$ cat src/rtl/cgtd_pkg.sv
// ----------------------------------------------------------------------------
// cgtd_pkg - shared types and constants
// Payload structs, register indexes and fixed constants of the colour gate,
// threshold and dilation block.
// ----------------------------------------------------------------------------
package cgtd_pkg;

  // widths fixed by the register map
  localparam int CFG_DATA_W = 11;
  localparam int CFG_IDX_W  = 3;
  localparam int GEOM_W     = 11;   // frame_width / frame_height field
  localparam int RAD_FLD_W  = 3;    // grow_radius field
  localparam int LUMA_LIM_W = 9;
  localparam int POS_W      = 10;   // out_col / out_row
  localparam int VROW_W     = 11;   // scan row, runs a few rows past the frame
  localparam int MAX_HEIGHT = 1024;

  // luma weights, 16-bit fraction
  localparam int LUMA_SUM_W = 24;
  localparam logic [15:0] LUMA_B = 16'd7471;
  localparam logic [15:0] LUMA_G = 16'd38470;
  localparam logic [15:0] LUMA_R = 16'd19595;

  // register indexes
  localparam logic [CFG_IDX_W-1:0] CFG_TARGET_COLOR = 3'd0;
  localparam logic [CFG_IDX_W-1:0] CFG_RED_LEVEL    = 3'd1;
  localparam logic [CFG_IDX_W-1:0] CFG_BLUE_LEVEL   = 3'd2;
  localparam logic [CFG_IDX_W-1:0] CFG_LUMA_LIMIT   = 3'd3;
  localparam logic [CFG_IDX_W-1:0] CFG_GROW_RADIUS  = 3'd4;
  localparam logic [CFG_IDX_W-1:0] CFG_FRAME_WIDTH  = 3'd5;
  localparam logic [CFG_IDX_W-1:0] CFG_FRAME_HEIGHT = 3'd6;

  // item kinds and channel select
  localparam logic REQ_PIXEL   = 1'b0;
  localparam logic REQ_PAD     = 1'b1;
  localparam logic TARGET_RED  = 1'b0;
  localparam logic TARGET_BLUE = 1'b1;

  typedef struct packed {
    logic       req_type;
    logic [7:0] blue_in;
    logic [7:0] green_in;
    logic [7:0] red_in;
  } in_item_t;

  typedef struct packed {
    logic             pixel_on;
    logic [POS_W-1:0] out_col;
    logic [POS_W-1:0] out_row;
    logic             frame_last;
  } out_item_t;

  // per-item bookkeeping carried down the pipe
  typedef struct packed {
    logic             emit;
    logic [POS_W-1:0] col;
    logic [POS_W-1:0] row;
    logic             last;
  } item_tag_t;

endpackage

$ cat src/rtl/cgtd_window.sv
// ----------------------------------------------------------------------------
// cgtd_window - horizontal dilation and result register
// Shifts column results into a short line, ORs the columns inside the
// clipped window and holds the result until the receiver takes it.
// ----------------------------------------------------------------------------
module cgtd_window
  import cgtd_pkg::*;
#(
  parameter int MAX_RADIUS = 4
) (
  input  logic                  clk,
  input  logic                  rst_n,
  input  logic                  s1_valid,
  input  item_tag_t             s1_tag,
  input  logic                  vbit,
  input  logic [2*MAX_RADIUS:0] s1_hmask,
  output logic                  s2_ready,
  output logic                  out_valid,
  input  logic                  out_ready,
  output out_item_t             out_data
);

  localparam int NK = 2 * MAX_RADIUS + 1;

  logic [NK-1:0] hreg_r;
  logic          s2_v_r;
  item_tag_t     s2_tag_r;
  logic [NK-1:0] s2_hmask_r;
  logic          out_v_r;
  out_item_t     out_r;
  logic          s2_go;
  logic          load;

  assign s2_go    = s2_v_r && (!s2_tag_r.emit || !out_v_r || out_ready);
  assign s2_ready = !s2_v_r || s2_go;
  assign load     = s1_valid && s2_ready;

  always_ff @(posedge clk) begin
    if (!rst_n) begin
      s2_v_r <= 1'b0;
      hreg_r <= '0;
    end else if (load) begin
      s2_v_r <= 1'b1;
      hreg_r <= {hreg_r[NK-2:0], vbit};
    end else if (s2_go) begin
      s2_v_r <= 1'b0;
    end
  end

  always_ff @(posedge clk) begin
    if (load) begin
      s2_tag_r   <= s1_tag;
      s2_hmask_r <= s1_hmask;
    end
  end

  // fill-in transactions leave no result: drop them here
  always_ff @(posedge clk) begin
    if (!rst_n) begin
      out_v_r <= 1'b0;
    end else if (s2_go && s2_tag_r.emit) begin
      out_v_r <= 1'b1;
    end else if (out_ready) begin
      out_v_r <= 1'b0;
    end
  end

  always_ff @(posedge clk) begin
    if (s2_go && s2_tag_r.emit) begin
      out_r.pixel_on   <= |(hreg_r & s2_hmask_r);
      out_r.out_col    <= s2_tag_r.col;
      out_r.out_row    <= s2_tag_r.row;
      out_r.frame_last <= s2_tag_r.last;
    end
  end

  assign out_valid = out_v_r;
  assign out_data  = out_r;

endmodule

$ cat config.mk
export PLATFORM = sky130hd
export DESIGN_NAME = cgtd_window
export DESIGN_NICKNAME = d
export VERILOG_FILES = /design/src/rtl/cgtd_pkg.sv /design/src/rtl/cgtd_window.sv
export SDC_FILE = /design/constraint.sdc
export NUM_CORES = 1
export LEC_CHECK = 0
export BUFFER_PORTS_ARGS = -buffer_cell sky130_fd_sc_hd__buf_2
export CORE_AREA = 2 2 67 75
export CTS_BUF_LIST = sky130_fd_sc_hd__clkbuf_8
export CTS_CLUSTER_SIZE = 10
export DETAILED_ROUTE_END_ITERATION = 12
export DIE_AREA = 0 0 69 77
export GPL_ROUTABILITY_DRIVEN = 0
export PLACE_DENSITY = 0.74
export SLEW_MARGIN = 20
export SYNTH_ARGS = -nofsm -noshare
export SYNTH_HDL_FRONTEND = slang
export SYNTH_SLANG_ARGS = --single-unit
$ cat constraint.sdc
create_clock -name clk -period 1.7 [get_ports clk]
set_input_delay 0.17 -clock clk [delete_from_list [all_inputs] [get_ports clk]]
set_output_delay 0.17 -clock clk [all_outputs]
set_load 0.05 [all_outputs]
## After elaboration in Yosys (flattened, before gate mapping)

Cells that the tools add are included.

- Register bits after elaboration: 64
- Bits of input ports: 36

- Muxes and demuxes: 4
- Bitwise gates (word level): 1
- Reductions and logical operators: 12

Operators with widths:

| cell | number |
|---|---|
| AND 9 bit | 1 |
| OR reduction 9 bit | 1 |
| two-way mux 1 bit | 4 |
| nonzero test 2 bit | 2 |
| logical AND 1 bit | 3 |
| zero test 1 bit | 3 |
| logical OR 1 bit | 3 |

## Longest topological paths before layout

- Word-level depth: 7
- Mapped depth: 3
- Gate-level depth less buffers: 3

## Worst setup path before layout

Ideal clock, no wire load.

- Path type: reg-to-reg
- Start: register out_v_r (netlist: out_valid)
- End: register out_r (netlist bit out_data[0]), enable pin
- Library setup time: 0.403 ns
- Arrival: 1.694 ns
- Data required time: 1.297 ns
- Setup slack: -0.397 ns
- Stages on the path, launching flop included: 3
- Period minus slack after synthesis: 2.097 ns
- Path through: dfxtp_1 -> nand2b_1 -> nor2b_1

- Word-level cells in the longest chain between the ends: 5

RTL lines:

| what | line | text |
|---|---|---|
| from (decl) | cgtd_window.sv:29 | `logic out_v_r;` |
| from (signal assigned) | cgtd_window.sv:60 | `out_v_r <= 1'b0;` |
| from (signal assigned) | cgtd_window.sv:62 | `out_v_r <= 1'b1;` |
| from (signal assigned) | cgtd_window.sv:64 | `out_v_r <= 1'b0;` |
| zero test 1 bit | cgtd_window.sv:34 | `assign s2_go = s2_v_r && (!s2_tag_r.emit \|\| !out_v_r \|\| out_ready);` |
| logical OR 1 bit (2 in series) | cgtd_window.sv:34 |  |
| logical AND 1 bit | cgtd_window.sv:34 |  |
| logical AND 1 bit | cgtd_window.sv:69 | `if (s2_go && s2_tag_r.emit) begin` |
| to (decl) | cgtd_window.sv:30 | `out_item_t out_r;` |

Every way passes these cells.
A chain may end at the register's enable or synchronous reset.

## Worst setup path after layout

- Start: register s2_tag_r[21] (netlist bit)
- End: register s2_tag_r[15] (netlist bit), enable pin

- Word-level cells in the longest chain between the ends: 6

RTL lines:

| what | line | text |
|---|---|---|
| from (decl) | cgtd_window.sv:27 | `item_tag_t s2_tag_r;` |
| from (signal assigned) | cgtd_window.sv:52 | `s2_tag_r <= s1_tag;` |
| zero test 1 bit | cgtd_window.sv:34 |  |
| logical OR 1 bit (2 in series) | cgtd_window.sv:34 |  |
| logical AND 1 bit | cgtd_window.sv:34 |  |
| logical OR 1 bit | cgtd_window.sv:35 | `assign s2_ready = !s2_v_r \|\| s2_go;` |
| logical AND 1 bit | cgtd_window.sv:36 | `assign load = s1_valid && s2_ready;` |
| via load | cgtd_window.sv:32 | `logic load;` |

The timed path passes the listed nets, and every way through them passes these cells.

==> run summary <==
status: finished, final reports clean
initial antenna violation count: 0
Mapped Cells: 98
initial DRC count: 73
total power: 3.133 mW
CTS tree: built
Core Util, Final: 59.42%
fmax: 693.6 MHz
drt total wl: 3307 µm
IO Count: 60
min cycle time layout: 1.442 ns
Sink Count: 64
final worst-path cycle share: 84.81%
Leakage: 1.075 nW
pwr/cell area: 1158 nW/µm²
worst-margin pin slew: 0.2910 ns
Min-Delay Path Class: in2reg
final setup margin: 0.2583 ns
post-synth cell types: 16
Multi-input gate area: 251.5 µm²
fin nets: 211
die area: 5313 µm²
Avg Vias per Cell: 4.732
Worst-path clk slew: 0.06 ns
Layout Cells excl Fill: 235
crit end category: flip-flop
Max Transition Viols Final: 0
Crit Path Class: reg2reg
DP Wirelength: 2352 µm
FF+latch count, synth: 64
syn_area_per_cell: 21.16 µm²
final hold violations: 0
H-tree Lvls: 3
first-pass GRT wire length: 5140 µm
CTS root buffer: clkbuf_8
peak supply drop: 0.5616 mV
Critical Path Fanout Max: 22
share of layout cells above drive strength 1: 44.13%
Setup Buffers After CTS: 0
DRC Markers: 0
vias: 1,112
clock tree buffer depth: 2
row cnt: 26
RSZ-0062 raised after global routing: false
synthesized area: 2073 µm²
Worst Setup EP: s2_tag_r[15]
clock latency on the worst-skew pair: 0.33 ns
hold slack: 0.01446 ns
Die Y: 77 µm
Slew headroom: 80.60%
CORE AREA: 4554 µm²
Seq. cell area: 1815 µm²
Yosys warnings: 0
final setup fails: 0
Area Growth Syn to Fin: 30.54%
syn nets: 134
critical path launch point: s2_tag_r[21]
filler cell count: 352
ANT cells: 0
Worst Path Arrival: 1.53 ns
max_cap viols: 0
Worst Path Required: 1.79 ns
Die X: 69 µm
worst reg-to-reg setup slack: 0.26 ns
clk_skew: 0.002764 ns
initial core utilization: 45.52%
worst-case reg-to-reg path depth: 4
IO Port Bufs: 59
first drt pass iteration count: 4
final antenna-violating net count: 0
GRT Total Usage: 13.13%
DR WL/cell: 14.07 µm
RR Startpoint: s2_tag_r[21]
pin count of the biggest net entering global routing: 23
Seq/Total Area, Yosys: 87.39%
total grt overflow: 0
Num CTS Buffers: 9
vias in the first global route: 1,110
R2R Path End: s2_tag_r[15]
Placed Cells: 214
worst slack, placed: 0.2550 ns
CP Launch Type: flip-flop
[layout by cell type, fill, tap and decap left out]
master,netlist,routed
nor2b_2,0,1
dfxtp_4,0,1
nand2_1,11,11
clkinvlp_4,0,1
clkbuf_8,0,9
nand4b_4,1,1
nand2b_1,1,1
a222oi_1,1,1
buf_4,0,1
bufinv_16,0,1
buf_2,1,59
a22oi_1,1,1
dlygate4sd3_1,0,6
nand3_1,1,1
clkinv_2,0,2
a22o_1,1,1
nand2_8,1,1
clkinv_1,0,3
edfxtp_1,53,53
a21boi_0,2,2
inv_1,2,1
dfxtp_1,11,10
mux2i_1,9,9
buf_12,0,1
a221oi_2,1,1
[power by group]
part,internal (mW),switching [mW],total (mW)
sequential,1.77,0.0207,1.79
clock,0.648,0.514,1.16
combinational,0.0668,0.115,0.181
[synthesized netlist by cell type (all sizes together)]
library cell  number  area share [%]
edfxtp            53              77
nand2             12             3.0
dfxtp             11              11
mux2i              9             4.3
a21boi             2            0.72
inv                2            0.36
a221oi             1            0.72
a222oi             1            0.48
a22o               1            0.42
a22oi              1            0.36
buf                1            0.24
nand2b             1            0.30
nand3              1            0.24
nand4b             1             1.1
nor2b              1            0.30
[worst max-delay path: stages (launching register included)]
cell and delay (ns):
edfxtp_1 0.40, nand4b_4 0.16, nand2_8 0.15, clkinvlp_4 0.24
buf_12 0.24
[through the flow]
step	cell area [µm²]	TNS [ns]
after floorplan	2083	-2.301
after global placement	2471	0
after detailed placement	2471	0
after CTS	2646	0
after global routing	2706	0
final	2706	0
[routing by layer]
layer  global-route usage, %  part of all wire (%)  up-vias
met5                       0                     0        -
met4                   6.471                   1.8        0
met3                   6.045                   8.3        7
met1                   14.69                    38      525
met2                   21.15                    52       53
li1                        -                     -      527
[cells by family after synthesis]
kind of cell / after synthesis / synth area share, %
AOI/OAI and AO/OA: 6 / 2.716
muxes: 9 / 4.345
and+or+nand+nor: 16 / 4.949
DFF: 64 / 87.39
buffers and inverters: 3 / 0.6034
[how the worst min path moves through the flow]
stage	from	to	cells after the start
CTS	s1_tag[18]	s2_tag_r[18]	1
finish	s1_tag[5]	s2_tag_r[5]	1
global route	s1_tag[1]	s2_tag_r[1]	1
floorplan	s1_hmask[0]	s2_hmask_r[0]	0
detailed placement	s1_tag[18]	s2_tag_r[18]	1
global placement	s1_hmask[6]	s2_hmask_r[6]	1
[layout make-up]
| type | count | area share [%] |
|---|---|---|
| inverters | 2 | 0.4161 |
| clock buffers | 9 | 4.577 |
| repair buffers | 67 | 14.15 |
| flip-flops and latches | 64 | 67.08 |
| clock inverters | 6 | 1.896 |
| well taps | 56 | 2.589 |
| multi-input cells | 31 | 9.293 |
[flip-flops by register name, indices dropped and copies added (netlist names)]
name        count
hreg_r          9
s2_hmask_r      9
s2_tag_r       22
out_data       22
out_valid       1
s2_v_r          1
[timing repair]
| item | in CTS | in global routing |
|---|---|---|
| setup endpoints to repair | 0 | 0 |
| hold buffers | 0 | 6 |
| resized for setup | 0 | 0 |
| endpoints found under the hold margin | 0 | 6 |
(Power assumes the default switching activity.)
