File: config.mk
export PLATFORM = sky130hd
export DESIGN_NAME = cgtd_gate
export DESIGN_NICKNAME = d
export VERILOG_FILES = /design/src/rtl/cgtd_pkg.sv /design/src/rtl/cgtd_gate.sv
export SDC_FILE = /design/constraint.sdc
export NUM_CORES = 1
export LEC_CHECK = 0
export BUFFER_PORTS_ARGS = -buffer_cell sky130_fd_sc_hd__buf_4
export CAP_MARGIN = 20
export CELL_PAD_IN_SITES_DETAIL_PLACEMENT = 1
export CELL_PAD_IN_SITES_GLOBAL_PLACEMENT = 1
export CORE_MARGIN = 2
export CORE_UTILIZATION = 30
export DETAILED_ROUTE_END_ITERATION = 7
export PLACE_DENSITY = 0.61
export SLEW_MARGIN = 10
export SYNTH_ARGS = -nofsm -noshare
export SYNTH_HDL_FRONTEND = slang
export SYNTH_SLANG_ARGS = --single-unit
File: constraint.sdc
create_clock -name vclk -period 8.5
set_clock_uncertainty 0.15 [all_clocks]
set_input_delay 0.85 -clock vclk [all_inputs]
set_output_delay 0.85 -clock vclk [all_outputs]
set_load 0.01 [all_outputs]
File: src/rtl/cgtd_pkg.sv
// ----------------------------------------------------------------------------
// cgtd_pkg - shared types and constants
// Payload structs, register indexes and fixed constants of the colour gate,
// threshold and dilation block.
// ----------------------------------------------------------------------------
package cgtd_pkg;

  // widths fixed by the register map
  localparam int CFG_DATA_W = 11;
  localparam int CFG_IDX_W  = 3;
  localparam int GEOM_W     = 11;   // frame_width / frame_height field
  localparam int RAD_FLD_W  = 3;    // grow_radius field
  localparam int LUMA_LIM_W = 9;
  localparam int POS_W      = 10;   // out_col / out_row
  localparam int VROW_W     = 11;   // scan row, runs a few rows past the frame
  localparam int MAX_HEIGHT = 1024;

  // luma weights, 16-bit fraction
  localparam int LUMA_SUM_W = 24;
  localparam logic [15:0] LUMA_B = 16'd7471;
  localparam logic [15:0] LUMA_G = 16'd38470;
  localparam logic [15:0] LUMA_R = 16'd19595;

  // register indexes
  localparam logic [CFG_IDX_W-1:0] CFG_TARGET_COLOR = 3'd0;
  localparam logic [CFG_IDX_W-1:0] CFG_RED_LEVEL    = 3'd1;
  localparam logic [CFG_IDX_W-1:0] CFG_BLUE_LEVEL   = 3'd2;
  localparam logic [CFG_IDX_W-1:0] CFG_LUMA_LIMIT   = 3'd3;
  localparam logic [CFG_IDX_W-1:0] CFG_GROW_RADIUS  = 3'd4;
  localparam logic [CFG_IDX_W-1:0] CFG_FRAME_WIDTH  = 3'd5;
  localparam logic [CFG_IDX_W-1:0] CFG_FRAME_HEIGHT = 3'd6;

  // item kinds and channel select
  localparam logic REQ_PIXEL   = 1'b0;
  localparam logic REQ_PAD     = 1'b1;
  localparam logic TARGET_RED  = 1'b0;
  localparam logic TARGET_BLUE = 1'b1;

  typedef struct packed {
    logic       req_type;
    logic [7:0] blue_in;
    logic [7:0] green_in;
    logic [7:0] red_in;
  } in_item_t;

  typedef struct packed {
    logic             pixel_on;
    logic [POS_W-1:0] out_col;
    logic [POS_W-1:0] out_row;
    logic             frame_last;
  } out_item_t;

  // per-item bookkeeping carried down the pipe
  typedef struct packed {
    logic             emit;
    logic [POS_W-1:0] col;
    logic [POS_W-1:0] row;
    logic             last;
  } item_tag_t;

endpackage

File: src/rtl/cgtd_gate.sv
// ----------------------------------------------------------------------------
// cgtd_gate - colour and luma threshold
// Marks a pixel on when the chosen channel is above its level and the
// fixed-point luma is below the limit. Padding items are always off.
// ----------------------------------------------------------------------------
module cgtd_gate
  import cgtd_pkg::*;
(
  input  in_item_t              pix,
  input  logic                  target_color,
  input  logic [7:0]            red_level,
  input  logic [7:0]            blue_level,
  input  logic [LUMA_LIM_W-1:0] luma_limit,
  output logic                  pix_on
);

  logic [LUMA_SUM_W-1:0] luma_sum;
  logic [7:0]            luma;
  logic                  chan_ok;
  logic                  luma_ok;

  assign luma_sum = LUMA_SUM_W'(LUMA_B * pix.blue_in)
                  + LUMA_SUM_W'(LUMA_G * pix.green_in)
                  + LUMA_SUM_W'(LUMA_R * pix.red_in);
  assign luma     = luma_sum[LUMA_SUM_W-1:16];
  assign luma_ok  = {1'b0, luma} < luma_limit;
  assign chan_ok  = (target_color == TARGET_BLUE) ? (pix.blue_in > blue_level)
                                                  : (pix.red_in > red_level);
  assign pix_on   = (pix.req_type == REQ_PIXEL) && chan_ok && luma_ok;

endmodule

[Word level (Yosys, flattened, before mapping)]
Index checks and enable logic that the tools add are counted.
Widths: inputs -> output; s select.
Operators by class
  $add $sub $neg: 2
  $mul: 3
  $lt $le $gt $ge: 3
  muxes and demuxes: 1
  bitwise logic cells: 1
  reductions and logical operators: 2
Operators by type and width (count)
  $mul 15x8->23 const A: 2
  $add 21x24->24: 1
  $add 24x23->24: 1
  $mul 13x8->21 const A: 1
  $gt 8x8->1: 2
  $lt 8x9->1: 1
  $logic_and 1x1->1: 2
  $mux 1: 1
  $not 1->1: 1
Storage, ports and cells
  register bits after elaboration: 0
  input bits: 51
  output and inout port bits: 1
  word-level logic and storage cells: 12

[Logic depth before layout (Yosys ltp)]
Gate-level depths: netlist of the first run.
  depth after elaboration: 5
  mapped depth: 36
  depth with buffers taken out: 36

[Least setup slack after synthesis of the first run]
Ideal clock, no wire load.
  path type: input to output
  start point: input pix[13] in the netlist's numbering
  end point: output pix_on
  data arrival time: 8.096 ns
  required time: 7.500 ns
  slack: -0.596 ns
  stages on the path: 33
  buffers on the path: 0
  cell sequence: ha_1 inv_1 fa_1 fa_1 inv_1 ha_1 and3b_1 o21ai_2 nand2b_1 a21oi_1 nor2_1 nor2_1 xnor2_1 fa_1 inv_1 fa_1 fa_1 fa_1 inv_1 ha_1 nand4_1 or4b_1 a31oi_1 o41ai_1 xnor2_1 ha_1 a21oi_1 nor2_1 a2111oi_0 o21bai_1 a21oi_1 o22ai_1 a21oi_1
On the way
  longest elaborated chain between the ends: 5
RTL lines
  start: declaration: RTL line cgtd_gate.sv:9  | input in_item_t pix,
  $mul 15x8->23: RTL line cgtd_gate.sv:23  | + LUMA_SUM_W'(LUMA_G * pix.green_in)
  $add 21x24->24: RTL line cgtd_gate.sv:23
  $add 24x23->24: RTL line cgtd_gate.sv:24  | + LUMA_SUM_W'(LUMA_R * pix.red_in);
  $lt 8x9->1: RTL line cgtd_gate.sv:26  | assign luma_ok = {1'b0, luma} < luma_limit;
  $logic_and 1x1->1: RTL line cgtd_gate.sv:29  | assign pix_on = (pix.req_type == REQ_PIXEL) && chan_ok && luma_ok;
  end: declaration: RTL line cgtd_gate.sv:14  | output logic pix_on
No other way between the ends.

[Final worst setup path of the first run]
Same ends and word-level chain as after synthesis.

==> results of run 1 <==
repair_timing:
item / CTS / global route
setup endpoints to repair: 1 / 1
setup buffers: 2 / 1
gates resized for setup: 13 / 13
pin swaps: 12 / 7
gates cloned: 0 / 0
synthesized netlist by cell type (4+ instances only):
library cell	count
inv_1	260
ha_1	183
fa_1	118
a21oi_1	28
nor2_1	25
nand2_1	19
xnor2_1	17
o21ai_0	15
nand4_1	10
a21o_1	7
nor3_1	7
a2111oi_0	4
a211oi_1	4
a31oi_1	4
nand3_1	4
xor2_1	4
cell families after synthesis:
family	after synthesis	share of synthesized area [%]
adder cells (fa/ha/maj)	301	68.7
multiplexers	3	0.444
buffers and inverters	260	14.4
AO/OA/AOI/OAI	80	7.48
XOR/XNOR	21	2.72
AND/OR/NAND/NOR	84	6.23
layout make-up:
| cell class | instances | share of cell area (%) |
|---|---|---|
| multi-input cells | 489 | 73.1 |
| repair buffers | 116 | 10.7 |
| inverters | 260 | 11.9 |
| well taps | 280 | 4.29 |
worst paths after layout:
kind      to          start  cells past startpoint  slack (ps)
max   pix_on        pix[13]                     35        -570
min   pix_on  luma_limit[8]                      4        1900
metal layers:
layer / up-vias / track usage, %
met3: 6 / 0.0841
met1: 2633 / 22.2
li1: 2570 / -
met5: - / 0
met2: 36 / 29.2
met4: 0 / 0.579
metrics by stage:
step	util (%)	std cells	TNS [ps]
global placement	36.5	1142	-707
finish	37.2	1145	-568
global route	37.2	1145	-987
detailed placement	36.5	1142	-807
floorplan	-	749	-127
CTS	36.9	1144	-630
==> impl_metrics.yaml, run 1 <==
critical_path:
  timing.critical_path.fanout_max: 3
  cp_common_cell: "fa_1"
  cp.required_ps: 7500
  cp-end-kind: "output pin"
  crit_type: "input port to output pin"
  critPathBufInv: 6
  cpPeakStageDelay_ps: 580
  cp-start-kind: "input port"
  crit_slowest_cell: "or4b_4"
  crit_family: "adder cells"
  arrival_ps: 8070
routing:
  route.met2.wl_mm: 8.66
  viasPerCell: 4.58
  top_layer_used: "met4"
  vias: 5245
  detail_route.wl_per_cell_um: 15.3
  wl_mm: 17.5
  firstDrtPassIters: 4
  met1_length_mm: 8.51
  postRouteAntennaNets: 0
  drt_iter0_drc: 143
  wl_met3_um: 210
  drc: 0
final_layout:
  area_growth_pct: 20.6
  layout-drive-gt1-share_pct: 16.9
  design_area_mm2: 0.00817
  final_cell_mix: "inv_1 (259), ha_1 (180), fa_1 (118)"
  n_fill_cell: 2570
  nets: 1219
  layout_commonest_cell: "inv_1"
  seq_cells: 0
  register_area_um2: 0
  antenna_cells: 0
  multi_input_area_mm2: 0.00597
  n_clock_buffer: 0
synth:
  syn_inst: 749
  seq_area_frac_synth_pct: 0
  synth_nets: 1101
  avgSynthCellArea_um2: 9.04
  ys.warnings.count: 0
  netlist_top_cells_area: "fa_1 (35%), ha_1 (34%), inv_1 (14%)"
  yosysUniqueCellTypes: 44
  yosys.area.top_type: "fa_1"
  syn_area_mm2: 0.00677
  synth.top_cell.area_share_pct: 34.9
place:
  numPortBuffers: 52
  place_congestion: 0.855
  dp_hpwl_mm: 16.4
  placed_area_mm2: 0.00802
  pre_cts_ws_ps: -807
timing:
  finalCriticalPeriod_ps: 9070
  slew_headroom_pct: 56.2
  hold-worst-slack_ps: 1900
  fmax_mhz: 110
  finalSetupViolations: 1
  fin_ws_ps: -568
  tightestPinTransition_ps: 648
  hold_viol_final: 0
  rsz0062_at_grt: "yes"
  slew_violations: 0
  post-route-period-util_pct: 107
status:
  outcome: "finished with violations"
  violations: "setup timing"
flow_run:
  maxCapViolCount: 0
global_routing:
  antenna_found_initial: 0
  grt_pass1_vias: 6062
  grt_pass1_wl_mm: 30.1
  track_usage_pct: 15.9
  globalRoute.totalOverflow: 0
  grt_max_degree: 10
worst_hold_path:
  min_path_type: "input port to output pin"
floorplan:
  core_mm2: 0.0220
  die_area_mm2: 0.0238
  dieWidth_um: 154
  std_cell_rows: 54
  initial_core_util_pct: 30.8
  die_y_um: 154
  num_io_pins: 52
clock_network:
  hold_buffers: 0
Power of run 1 is not shown: default switching activity piles up to over one toggle a cycle in this logic, so the estimate is an artifact.
==> inputs of run 2 (changes only) <==
--- a/config.mk
+++ b/config.mk
@@ -10,9 +10,9 @@
 export CELL_PAD_IN_SITES_DETAIL_PLACEMENT = 1
 export CELL_PAD_IN_SITES_GLOBAL_PLACEMENT = 1
 export CORE_MARGIN = 2
-export CORE_UTILIZATION = 30
+export CORE_UTILIZATION = 40
 export DETAILED_ROUTE_END_ITERATION = 7
-export PLACE_DENSITY = 0.61
+export PLACE_DENSITY = 0.76
 export SLEW_MARGIN = 10
 export SYNTH_ARGS = -nofsm -noshare
 export SYNTH_HDL_FRONTEND = slang
==> run 2 against run 1 <==
  * The flow still finishes with violations (setup timing)
  * Count of clock-buffer cells in the layout did not move
  * Worst setup slack got worse by 280 ps
  * Critical path depth up 2
  * Core utilization is 11 points higher
  * Cell count is 5.8% lower
  * Fmax fell by 3.0%
  * Non-clock buffer count down 6
  * Worst hold slack better by 9.2 ps
  * Sequential share of layout area unchanged
  * First-iteration DRC count down 39%
  * Critical path type unchanged
  * Critical endpoint unchanged
==> impl_metrics.yaml, run 2 (synthesis gave the netlist of run 1 again) <==
global_routing:
  globalRoute.totalOverflow: 0
  antenna_found_initial: 0
  track_usage_pct: 21.3
  grt_pass1_vias: 6164
  grt_max_degree: 10
  grt_pass1_wl_mm: 30.3
timing:
  fin_ws_ps: -851
  post-route-period-util_pct: 110
  rsz0062_at_grt: "yes"
  slew_headroom_pct: 44.2
  tightestPinTransition_ps: 816
  fmax_mhz: 107
  slew_violations: 0
  finalCriticalPeriod_ps: 9350
  hold_viol_final: 0
  finalSetupViolations: 1
critical_path:
  cp-start-kind: "input port"
  cp_common_cell: "fa_1"
  cp-end-kind: "output pin"
  cp.required_ps: 7500
  crit_slowest_cell: "fa_1"
  arrival_ps: 8350
  cpPeakStageDelay_ps: 540
  timing.critical_path.fanout_max: 4
  crit_type: "input port to output pin"
final_layout:
  area_growth_pct: 17.5
  layout_commonest_cell: "inv_1"
  final_cell_mix: "inv_1 (259), ha_1 (181), fa_1 (118)"
  stdcell_count: 1079
  layout-drive-gt1-share_pct: 14.8
  nets: 1213
  antenna_cells: 0
  design_area_mm2: 0.00796
  seq_cells: 0
  n_clock_buffer: 0
  register_area_um2: 0
routing:
  vias: 5296
  viasPerCell: 4.91
  drt_iter0_drc: 87
  detail_route.wl_per_cell_um: 16.7
  drc: 0
  firstDrtPassIters: 4
  wl_mm: 18.0
  postRouteAntennaNets: 0
place:
  place_congestion: 0.866
  numPortBuffers: 52
  placed_area_mm2: 0.00792
  dp_hpwl_mm: 16.7
  dpl.cell_count: 1079
  pre_cts_ws_ps: -921
floorplan:
  core_mm2: 0.0166
  num_io_pins: 52
  die_area_mm2: 0.0180
  std_cell_rows: 47
  die_y_um: 134
  initial_core_util_pct: 40.8
  dieWidth_um: 134
clock_network:
  hold_buffers: 0
flow_run:
  maxCapViolCount: 0
worst_hold_path:
  min_path_type: "input port to output pin"
  hold_path_depth: 4
status:
  violations: "setup timing"
  outcome: "finished with violations"
## run 2: cell count changes in the layout (fill, tap and decap cells not counted), sizes merged
cell	previous run	this run
buf	116	110
## run 2: through the flow
step                      utilization (%)  TNS [ps]  hold WS, ps
after floorplan                         -      -127         1700
after global placement               47.7      -710         1910
after detailed placement             47.7      -921         1910
after CTS                            48.0      -773         1910
after global routing                 48.0     -1230         1930
final                                48.0      -851         1910
## run 2: worst paths after layout
| check | startpoint | to | slack, ps |
|---|---|---|---|
| setup / recovery | pix[14] | pix_on | -850 |
| hold / removal | luma_limit[8] | pix_on | 1910 |
## run 2: final cells by class
class              instances  area (um2)
repair buffers           110         826
fillers                 1981        8630
multi-input cells        489        5880
well taps                220         275
inverters                260         976
## run 2: worst max-delay path, delay by kind of cell
kind / cells / cell delay [ps]
XOR/XNOR: 1 / 120
buffers and inverters: 7 / 620
adder cells (fa/ha/maj): 10 / 4000
AND/OR/NAND/NOR: 9 / 1100
AO/OA/AOI/OAI: 10 / 1650
## run 2: layer usage
metal | up-vias | wire length, um | track usage (%) | part of all wire [%]
met5 | - | 0 | 0 | 0
met4 | 0 | 193 | 1.99 | 1.1
met3 | 12 | 327 | 0.983 | 1.8
met2 | 44 | 9510 | 41.2 | 53
met1 | 2678 | 7940 | 27.4 | 44
li1 | 2562 | - | - | -
## run 2: timing repair
action,4_1_cts,5_1_grt
gates resized for setup,10,0
setup buffers,0,0
endpoints found under the setup margin,1,1
pin swaps,8,0
Power of run 2 is left out for the same reason.
