## src/rtl/cgtd_pkg.sv

```systemverilog
// ----------------------------------------------------------------------------
// cgtd_pkg - shared types and constants
// Payload structs, register indexes and fixed constants of the colour gate,
// threshold and dilation block.
// ----------------------------------------------------------------------------
package cgtd_pkg;

  // widths fixed by the register map
  localparam int CFG_DATA_W = 11;
  localparam int CFG_IDX_W  = 3;
  localparam int GEOM_W     = 11;   // frame_width / frame_height field
  localparam int RAD_FLD_W  = 3;    // grow_radius field
  localparam int LUMA_LIM_W = 9;
  localparam int POS_W      = 10;   // out_col / out_row
  localparam int VROW_W     = 11;   // scan row, runs a few rows past the frame
  localparam int MAX_HEIGHT = 1024;

  // luma weights, 16-bit fraction
  localparam int LUMA_SUM_W = 24;
  localparam logic [15:0] LUMA_B = 16'd7471;
  localparam logic [15:0] LUMA_G = 16'd38470;
  localparam logic [15:0] LUMA_R = 16'd19595;

  // register indexes
  localparam logic [CFG_IDX_W-1:0] CFG_TARGET_COLOR = 3'd0;
  localparam logic [CFG_IDX_W-1:0] CFG_RED_LEVEL    = 3'd1;
  localparam logic [CFG_IDX_W-1:0] CFG_BLUE_LEVEL   = 3'd2;
  localparam logic [CFG_IDX_W-1:0] CFG_LUMA_LIMIT   = 3'd3;
  localparam logic [CFG_IDX_W-1:0] CFG_GROW_RADIUS  = 3'd4;
  localparam logic [CFG_IDX_W-1:0] CFG_FRAME_WIDTH  = 3'd5;
  localparam logic [CFG_IDX_W-1:0] CFG_FRAME_HEIGHT = 3'd6;

  // item kinds and channel select
  localparam logic REQ_PIXEL   = 1'b0;
  localparam logic REQ_PAD     = 1'b1;
  localparam logic TARGET_RED  = 1'b0;
  localparam logic TARGET_BLUE = 1'b1;

  typedef struct packed {
    logic       req_type;
    logic [7:0] blue_in;
    logic [7:0] green_in;
    logic [7:0] red_in;
  } in_item_t;

  typedef struct packed {
    logic             pixel_on;
    logic [POS_W-1:0] out_col;
    logic [POS_W-1:0] out_row;
    logic             frame_last;
  } out_item_t;

  // per-item bookkeeping carried down the pipe
  typedef struct packed {
    logic             emit;
    logic [POS_W-1:0] col;
    logic [POS_W-1:0] row;
    logic             last;
  } item_tag_t;

endpackage

```

## src/rtl/cgtd_scan.sv

```systemverilog
// ----------------------------------------------------------------------------
// cgtd_scan - raster counters and first pipeline stage
// Tracks scan and emit positions, latches frame geometry at frame start and
// registers each accepted transaction with its row and column masks.
// ----------------------------------------------------------------------------
module cgtd_scan
  import cgtd_pkg::*;
#(
  parameter int MAX_WIDTH  = 1024,
  parameter int MAX_RADIUS = 4
) (
  input  logic                          clk,
  input  logic                          rst_n,
  input  logic                          in_valid,
  output logic                          in_ready,
  input  logic                          pix_on,
  input  logic [GEOM_W-1:0]             cfg_w,
  input  logic [GEOM_W-1:0]             cfg_h,
  input  logic [RAD_FLD_W-1:0]          cfg_r,
  input  logic                          s2_ready,
  output logic                          s1_valid,
  output item_tag_t                     s1_tag,
  output logic                          s1_bit,
  output logic [2*MAX_RADIUS:0]         s1_vmask,
  output logic [2*MAX_RADIUS:0]         s1_hmask,
  output logic                          rd_en,
  output logic [$clog2(MAX_WIDTH)-1:0]  rd_addr
);

  localparam int CW  = $clog2(MAX_WIDTH);
  localparam int WW  = $clog2(MAX_WIDTH + 1);
  localparam int RW  = $clog2(MAX_RADIUS + 1);
  localparam int LW  = $clog2(MAX_RADIUS * MAX_WIDTH + MAX_RADIUS + 1);
  localparam int TW  = $clog2(MAX_WIDTH + 2 * MAX_RADIUS + 1);
  localparam int NK  = 2 * MAX_RADIUS + 1;

  logic              start_r;
  logic [WW-1:0]     w_r;
  logic [GEOM_W-1:0] h_r;
  logic [RW-1:0]     r_r;
  logic [LW-1:0]     lag_r;
  logic [LW-1:0]     cnt_r;
  logic [CW-1:0]     vc_r;
  logic [VROW_W-1:0] vr_r;
  logic [CW-1:0]     ec_r;
  logic [POS_W-1:0]  er_r;

  logic              s1_v_r;
  item_tag_t         s1_tag_r;
  logic              s1_bit_r;
  logic [NK-1:0]     s1_vmask_r;
  logic [NK-1:0]     s1_hmask_r;

  logic [WW-1:0]     c_w, g_w;
  logic [GEOM_W-1:0] c_h, g_h;
  logic [RW-1:0]     c_r, g_r;
  logic [LW-1:0]     c_lag, g_lag;
  logic [CW-1:0]     g_wm1;
  logic [TW-1:0]     t_col;
  logic              accept, emit, last;
  logic [NK-1:0]     vmask, hmask;

  // clamp the geometry registers to what the block supports
  assign c_w = (cfg_w == '0) ? WW'(1)
             : ((32'(cfg_w) > MAX_WIDTH) ? WW'(MAX_WIDTH) : WW'(cfg_w));
  assign c_h = (cfg_h == '0) ? GEOM_W'(1)
             : ((32'(cfg_h) > MAX_HEIGHT) ? GEOM_W'(MAX_HEIGHT) : cfg_h);
  assign c_r = (32'(cfg_r) > MAX_RADIUS) ? RW'(MAX_RADIUS) : RW'(cfg_r);
  assign c_lag = LW'(c_r) * LW'(c_w) + LW'(c_r);

  // first item of a frame uses fresh geometry
  assign g_w   = start_r ? c_w   : w_r;
  assign g_h   = start_r ? c_h   : h_r;
  assign g_r   = start_r ? c_r   : r_r;
  assign g_lag = start_r ? c_lag : lag_r;
  assign g_wm1 = CW'(g_w - WW'(1));

  assign in_ready = !s1_v_r || s2_ready;
  assign accept   = in_valid && in_ready;
  assign emit     = (cnt_r == g_lag);
  assign last     = emit && (er_r == POS_W'(g_h - GEOM_W'(1))) && (ec_r == g_wm1);
  assign t_col    = TW'(ec_r) + TW'(g_r);

  // vertical mask: rows inside the window and not above the frame top;
  // horizontal mask: columns of the emit row inside the frame
  always_comb begin
    for (int k = 0; k < NK; k++) begin
      vmask[k] = ((RW+1)'(k) <= {g_r, 1'b0}) && (VROW_W'(k) <= vr_r);
      hmask[k] = ((RW+1)'(k) <= {g_r, 1'b0}) && (TW'(k) <= t_col)
              && (t_col <= TW'(g_wm1) + TW'(k));
    end
  end

  always_ff @(posedge clk) begin
    if (!rst_n) begin
      start_r <= 1'b1;
      w_r     <= '0;
      h_r     <= '0;
      r_r     <= '0;
      lag_r   <= '0;
      cnt_r   <= '0;
      vc_r    <= '0;
      vr_r    <= '0;
      ec_r    <= '0;
      er_r    <= '0;
    end else if (accept) begin
      if (start_r) begin
        w_r   <= c_w;
        h_r   <= c_h;
        r_r   <= c_r;
        lag_r <= c_lag;
      end
      start_r <= last;
      if (last) begin
        cnt_r <= '0;
        vc_r  <= '0;
        vr_r  <= '0;
        ec_r  <= '0;
        er_r  <= '0;
      end else begin
        if (!emit) begin
          cnt_r <= cnt_r + LW'(1);
        end
        if (vc_r == g_wm1) begin
          vc_r <= '0;
          vr_r <= vr_r + VROW_W'(1);
        end else begin
          vc_r <= vc_r + CW'(1);
        end
        if (emit) begin
          if (ec_r == g_wm1) begin
            ec_r <= '0;
            er_r <= er_r + POS_W'(1);
          end else begin
            ec_r <= ec_r + CW'(1);
          end
        end
      end
    end
  end

  always_ff @(posedge clk) begin
    if (!rst_n) begin
      s1_v_r <= 1'b0;
    end else if (accept) begin
      s1_v_r <= 1'b1;
    end else if (s2_ready) begin
      s1_v_r <= 1'b0;
    end
  end

  always_ff @(posedge clk) begin
    if (accept) begin
      s1_tag_r.emit <= emit;
      s1_tag_r.col  <= POS_W'(ec_r);
      s1_tag_r.row  <= er_r;
      s1_tag_r.last <= last;
      s1_bit_r      <= pix_on && (vr_r < g_h);
      s1_vmask_r    <= vmask;
      s1_hmask_r    <= hmask;
    end
  end

  assign s1_valid = s1_v_r;
  assign s1_tag   = s1_tag_r;
  assign s1_bit   = s1_bit_r;
  assign s1_vmask = s1_vmask_r;
  assign s1_hmask = s1_hmask_r;
  assign rd_en    = accept;
  assign rd_addr  = vc_r;

endmodule

```

## config.mk

```make
export PLATFORM = sky130hd
export DESIGN_NAME = cgtd_scan
export DESIGN_NICKNAME = d
export VERILOG_FILES = /design/src/rtl/cgtd_pkg.sv /design/src/rtl/cgtd_scan.sv
export SDC_FILE = /design/constraint.sdc
export NUM_CORES = 1
export LEC_CHECK = 0
export ABC_CLOCK_PERIOD_IN_PS = 10700
export BUFFER_PORTS_ARGS = -buffer_cell sky130_fd_sc_hd__buf_2
export CORE_ASPECT_RATIO = 1.5
export CORE_MARGIN = 5
export CORE_UTILIZATION = 45
export CTS_CLUSTER_SIZE = 30
export DETAILED_ROUTE_END_ITERATION = 10
export GPL_TIMING_DRIVEN = 0
export PLACE_DENSITY = 0.73
export SLEW_MARGIN = 20
export SYNTH_ARGS = -nofsm -noshare
export SYNTH_HDL_FRONTEND = slang
export SYNTH_SLANG_ARGS = --single-unit
```

## constraint.sdc

```tcl
create_clock -name clk -period 10.7 [get_ports clk]
set_input_delay 1.07 -clock clk [delete_from_list [all_inputs] [get_ports clk]]
set_output_delay 1.07 -clock clk [all_outputs]
set_load 0.05 [all_outputs]
```

After elaboration in Yosys (flattened, before gate mapping)
Cells that the tools add are included.
{ "op_classes": {"magnitude_cmp": 40, "mux": 23, "n_div": 0, "n_eq_ne": 5, "addsub": 17, "n_bitwise": 0, "shift": 0, "reduce_logical": 43, "mul": 1} }
{ "op_table": {"columns": ["cell", "count"], "rows": [
  ["<= comparator 11 bit", 8],
  ["<= comparator 3 x 11 -> 1 bit, first input constant", 8],
  ["2-to-1 mux 11 bit", 8],
  ["2-to-1 mux 10 bit", 8],
  ["adder 10 x 3 -> 11 bit, second input constant", 4],
  ["<= comparator 1 x 11 -> 1 bit, first input constant", 4],
  ["<= comparator 2 x 11 -> 1 bit, first input constant", 4],
  ["2-to-1 mux 13 bit", 3],
  ["logical AND 1 bit", 31],
  ["adder 10 x 1 -> 10 bit, second input constant", 3],
  ["== test 10 bit", 3],
  ["adder 10 x 2 -> 11 bit, second input constant", 2],
  ["> comparator 11 bit, second input constant", 2],
  ["<= comparator 4 x 11 -> 1 bit, first input constant", 2],
  ["zero test 11 bit", 2],
  ["subtractor 10 x 1 -> 10 bit, second input constant", 2],
  ["<= comparator 3 x 4 -> 1 bit, first input constant", 4],
  ["adder 13 x 1 -> 13 bit, second input constant", 1],
  ["adder 13 x 3 -> 13 bit", 1],
  ["== test 13 bit", 1],
  ["multiplier 3 x 11 -> 13 bit", 1],
  ["adder 10 x 1 -> 11 bit, second input constant", 1],
  ["adder 10 x 3 -> 11 bit", 1],
  ["adder 10 x 4 -> 11 bit, second input constant", 1],
  ["15 further kinds", 24]
]} }
{ "totals": {"in_bits": 30, "ram_bits": 0, "output_inout_bits": 54, "mem_count": 0, "register_bits": 135, "romBits": 0, "word_cells": 147, "latch_bits": 0} }

Depth between registers and ports, before layout
{ "logic_depth": {"depth_word": 11, "depth_mapped": 24, "ltp_nobuf": 20} }

Least setup slack after synthesis
Ideal clock, no wire load.
{ "synth_timing": {"path_kind": "input port to flip-flop", "start": "in cfg_w[3]", "end": "reg vr_r[5]", "stages": 18, "path_buffers": 1, "setup_ns": 0.070, "arrival_ns": 6.272, "slack_ns": 4.358, "required_time_ns": 10.630, "cell_sequence": "nor4_1 > and3_1 > o21ai_0 > or2_2 > fa_1 > fa_1 > fa_1 > nor2b_1 > o2111a_1 > nor3_1 > mux2_2 > a2111oi_2 > o2111ai_1 > or2_1 > buf_6 > o31a_1 > or4_1 > a21oi_1"} }
{ "synth_between": {"elab_chain_len": 11, "elab_cells_between_ends": 17, "classes_between": "add/sub: 2; mul: 1; order compare: 1; eq/ne: 3; mux: 5; reduce/logical: 5"} }
{ "synth_rtl": {"columns": ["item", "line_no", "source"], "rows": [
  ["from (decl)", "cgtd_scan.sv:17", "input logic [GEOM_W-1:0] cfg_w,"],
  ["> comparator 11 bit", "cgtd_scan.sv:65", ": ((32'(cfg_w) > MAX_WIDTH) ? WW'(MAX_WIDTH) : WW'(cfg_w));"],
  ["2-to-1 mux 11 bit", "cgtd_scan.sv:65", null],
  ["2-to-1 mux 11 bit *", "cgtd_scan.sv:64", "assign c_w = (cfg_w == '0) ? WW'(1)"],
  ["multiplier 3 x 11 -> 13 bit", "cgtd_scan.sv:69", "assign c_lag = LW'(c_r) * LW'(c_w) + LW'(c_r);"],
  ["adder 13 x 3 -> 13 bit", "cgtd_scan.sv:69", null],
  ["2-to-1 mux 13 bit", null, null],
  ["== test 13 bit", "cgtd_scan.sv:80", "assign emit = (cnt_r == g_lag);"],
  ["logical AND 1 bit (2 in series)", "cgtd_scan.sv:81", "assign last = emit && (er_r == POS_W'(g_h - GEOM_W'(1))) && (ec_r == g_wm1);"],
  ["nonzero test 2 bit (no line)", null, null],
  ["AND reduction 2 bit (no line)", null, null],
  ["to (signal assigned)", "cgtd_scan.sv:126", "vr_r <= vr_r + VROW_W'(1);"],
  ["to (decl)", "cgtd_scan.sv:44", "logic [VROW_W-1:0] vr_r;"]
]} }
Every way passes the cells marked *; elsewhere a longest branch is shown, timed or not.
A chain may end at the register's enable or synchronous reset.

Final worst setup path
{ "layout_timing": {"start": "in cfg_w[3]", "end": "reg ec_r[7]"} }
{ "layout_between": {"elab_chain_len": 11, "elab_cells_between_ends": 18, "classes_between": "add/sub: 2; mul: 1; order compare: 1; eq/ne: 2; mux: 7; reduce/logical: 5"} }
{ "layout_rtl": {"columns": ["item", "line_no", "source"], "rows": [
  ["> comparator 11 bit", "cgtd_scan.sv:65", null],
  ["2-to-1 mux 11 bit", "cgtd_scan.sv:65", null],
  ["2-to-1 mux 11 bit *", "cgtd_scan.sv:64", null],
  ["multiplier 3 x 11 -> 13 bit *", "cgtd_scan.sv:69", null],
  ["adder 13 x 3 -> 13 bit *", "cgtd_scan.sv:69", null],
  ["2-to-1 mux 13 bit *", null, null],
  ["== test 13 bit *", "cgtd_scan.sv:80", null],
  ["named net emit", "cgtd_scan.sv:60", "logic accept, emit, last;"],
  ["logical AND 1 bit (2 in series)", "cgtd_scan.sv:81", null],
  ["nonzero test 2 bit (no line)", null, null],
  ["AND reduction 2 bit (no line)", null, null],
  ["to (signal assigned)", "cgtd_scan.sv:135", "ec_r <= ec_r + CW'(1);"],
  ["to (decl)", "cgtd_scan.sv:45", "logic [CW-1:0] ec_r;"]
]} }
Mark *: on every way through the listed nets, which the timed path passes. The rest lies on a longest branch. The select of a mux whose other input is x is not followed.

==> impl_metrics.tcl <==
set metrics [dict create \
    cts_resized 0 \
    hold_violations 0 \
    finalClockSkew_ns 0.0146 \
    clockRootBuffer "clkbuf_16" \
    reg2reg_to "s1_hmask[2]$_DFFE_PP_" \
    drive_above_1_share_pct 10.7 \
    worst-r2r-cell-count 23 \
    r2r_slack_ns 3.85 \
    nNetsFinal 1730 \
    setup.worst_path.start_class "input pin" \
    worstHoldPathType "flop to flop" \
    vdd.ir_drop.worst_v 0.000134 \
    multi_input_comb_area_um2 8560 \
    kind_of_end_point_of_the_critical_path "flop" \
    maxSlewViolCount 0 \
    die_w_um 144 \
    area_growth_pct 12.2 \
    synth_seq_area_share_pct 25.6 \
    worstHoldStart "er_r[5]$_SDFFE_PN0P_" \
    mostFrequentLayoutCells "nor2_1 (173), ha_1 (143), nand2_1 (107)" \
    achievable-frequency_mhz 139 \
    detailedRoute.firstIterationViolations 720 \
    finalWeightedCongestion 0.975 \
    cts_buffers 17 \
    floorplan.initialDensity_pct 45.7 \
    clk_latency_ns 0.44 \
    antenna_found_initial 0 \
    power.share.sequential_pct 32.8 \
    power.share.combinational_pct 35.4 \
    cts.hold.buffers_added 0 \
    drt-vias-per-instance 6.00 \
    wirelength_um 38200 \
    dr.pass1.iters 5 \
    cell_area_after_technology_mapping_um2 12100 \
    antenna-diode-count 0 \
    crit_required_ns 11.07 \
    cp_data_arrival_time_ns 7.56 \
    finalCritPeriodShare_pct 67.2 \
    synthArstFlopShare_pct 0 \
    worst_path_max_delay_cell "nor4_1" \
    synthesis.yosys.warnings 0 \
    final_area_um2 13600 \
    first_pass_grt_wire_length_um 59500 \
    postLayoutCoreUtil_pct 51.3 \
    clock_tree_from_tritoncts "built" \
    syn_nets 1628 \
    timing_worst_slew_pin_value_ns 1.07 \
    synth-main-ff-cell "dfxtp_1" \
    total_leakage_power_uw 0.00592 \
    timing.final.crit_period_ns 7.19 \
    cts_post_setup_buffers_inserted 0 \
    hold-path-endpoint "s1_tag[6]$_DFFE_PP_" \
    timing.max_slew.rel_slack_pct 28.4 \
    dp_hpwl_um 30300 \
    buffer_ports.inserted 81 \
    final.setup.tns_ns 0 \
    groute.usage.overall_pct 25.1 \
    path_delay_family "simple AND/OR/NAND/NOR gates" \
    cts_buffer_depth 2 \
    worstPathCellList "buf_2 > nor4_1 > and3_1 > o21ai_0 > or2_2 > fa_1 > fa_1 > inv_1 > ha_1 > a211oi_1 > o211ai_1 > a211oi_1 > xnor2_1 > o31ai_1 > o2111ai_1 > or2_1 > buf_6 > inv_1 > buf_1 > nand4_1 > xor2_1 > nor2_1" \
    synthCells 1443 \
    grt_remaining_overflow 0 \
    top_level_ports 84 \
    detail_route.drc_violations 0 \
    clkTransAtPathRegs_ns 0.06 \
    worst_r2r_startpoint "start_r$_SDFFE_PN1P_" \
    postPlaceCellArea_um2 13000 \
    p_clk_share_pct 31.8 \
    outcome "completed" \
    die_h_um 211 \
    p_switching_uw 633 \
    detail-route-antenna-nets 0 \
    largest_net_degree_at_the_start_of_global_routing 28 \
    cts_htree_levels 4 \
    final.fill_count 2536 \
    layout_commonest_cell "nor2_1" \
    first_global_vias 11237 \
    post_synth.cell_area_avg_um2 8.38 \
    routed_wire_length_per_instance_um 20.2 \
    setup_repair_after_global_routing_missed_its_margin "no" \
    whs_path_depth 0 \
    num_vias 11365 \
    std_cell_rows 73 \
    power-per-cell-area_nw_per_um2 125 \
    number_of_enable_flip_flop_cells_after_synthesis 41 \
    critical_path_buf_inv_count 5 \
    core_area_um2 26500 \
    worstSetupPathType "input pin to flop" \
    clkSinkCount 134 \
    p_int_uw 1060 \
    area_enclosed_by_the_die_boundary_um2 30300 \
    setup_viol 0 \
    critPathMaxStageDelay_ns 0.65 \
    sequential_cell_area_um2 3090 \
    worst_hold_slack_ns 0.428 \
    crit_path_max_fanout 10 \
    netlist-cell-type-count 86 \
    max_cap_violations 0 \
    number_of_synthesized_register_bits 134 \
    power_switching_share_pct 37.3 \
]
[cell families after synthesis]
group / count (synthesis) / synth area share, %
AO/OA/AOI/OAI: 323 / 18.0
adder cells (fa/ha/maj): 155 / 16.8
flip-flops: 134 / 25.6
buffers and inverters: 124 / 4.31
multiplexers: 13 / 1.12
AND/OR/NAND/NOR: 547 / 22.5
XOR/XNOR: 147 / 11.8
[through the flow]
stage                     power (uW)  worst slack, ns  instances
after floorplan                 1000             4.36       1443
after detailed placement        1160             3.21       1863
final                           1700             3.51       1895
after CTS                       1700             3.60       1895
after global routing            1780             3.12       1895
after global placement          1140             3.22       1861
[layout make-up]
type | count | share of cell area [%]
multi-input cells | 1185 | 63.1
well taps | 337 | 3.11
repair buffers | 83 | 3.27
clock buffers | 18 | 3.16
flip-flops and latches | 134 | 22.8
inverters | 66 | 1.82
plain buffers | 58 | 2.03
clock inverters | 14 | 0.756
[registers in the layout, summed over array words and instances (netlist names)]
name	cells
cnt_r	13
ec_r	10
er_r	10
h_r	11
lag_r	13
r_r	3
rd_addr	10
s1_bit	1
s1_hmask	9
s1_tag	22
s1_valid	1
s1_vmask	9
start_r	1
vr_r	11
w_r	10
[routing by layer]
layer	global-route usage, %	wire length [um]
met1	25.8	13800
met2	45.9	19900
met3	2.67	1530
met4	18.7	3070
met5	0	0
[Yosys cell counts, drive strengths merged (10+ instances only)]
cell type	count	area, um2
edfxtp	41	1230
dfxtp	93	1860
o21ai	50	250
clkbuf	40	150
and2	26	163
fa	12	240
nor2b	22	138
nand3	36	180
xnor2	97	865
or2	11	68.8
a21o	30	225
or3	20	125
buf	18	124
o211ai	11	82.6
nor3	25	125
inv	65	244
ha	143	1790
nand2b	24	150
nand2	107	402
a21oi	98	490
nor2	173	649
and3	32	200
a2bb2oi	10	87.6
xor2	41	359
nand4	35	219
a31oi	10	62.6
a211oi	41	313
[power by group through the flow]
stage / clock network (uW) / registers [uW] / logic (uW)
global placement: 0 / 566 / 573
finish: 541 / 556 / 601
floorplan: 0 / 597 / 405
CTS: 546 / 556 / 593
detailed placement: 0 / 567 / 591
global route: 566 / 558 / 655
[worst max path at each step]
stage	start	to	slack, ns	depth (start not counted)
after floorplan	cfg_w[3]	vr_r[5]$_SDFFE_PN0P_	4.36	18
after global placement	cfg_w[3]	ec_r[7]$_SDFFE_PN0P_	3.22	22
after detailed placement	cfg_w[3]	ec_r[7]$_SDFFE_PN0P_	3.21	22
after CTS	cfg_w[3]	ec_r[7]$_SDFFE_PN0P_	3.60	22
after global routing	cfg_w[3]	ec_r[7]$_SDFFE_PN0P_	3.12	22
final	cfg_w[3]	ec_r[7]$_SDFFE_PN0P_	3.51	22
Note: power is estimated with default switching activity, not from simulation.
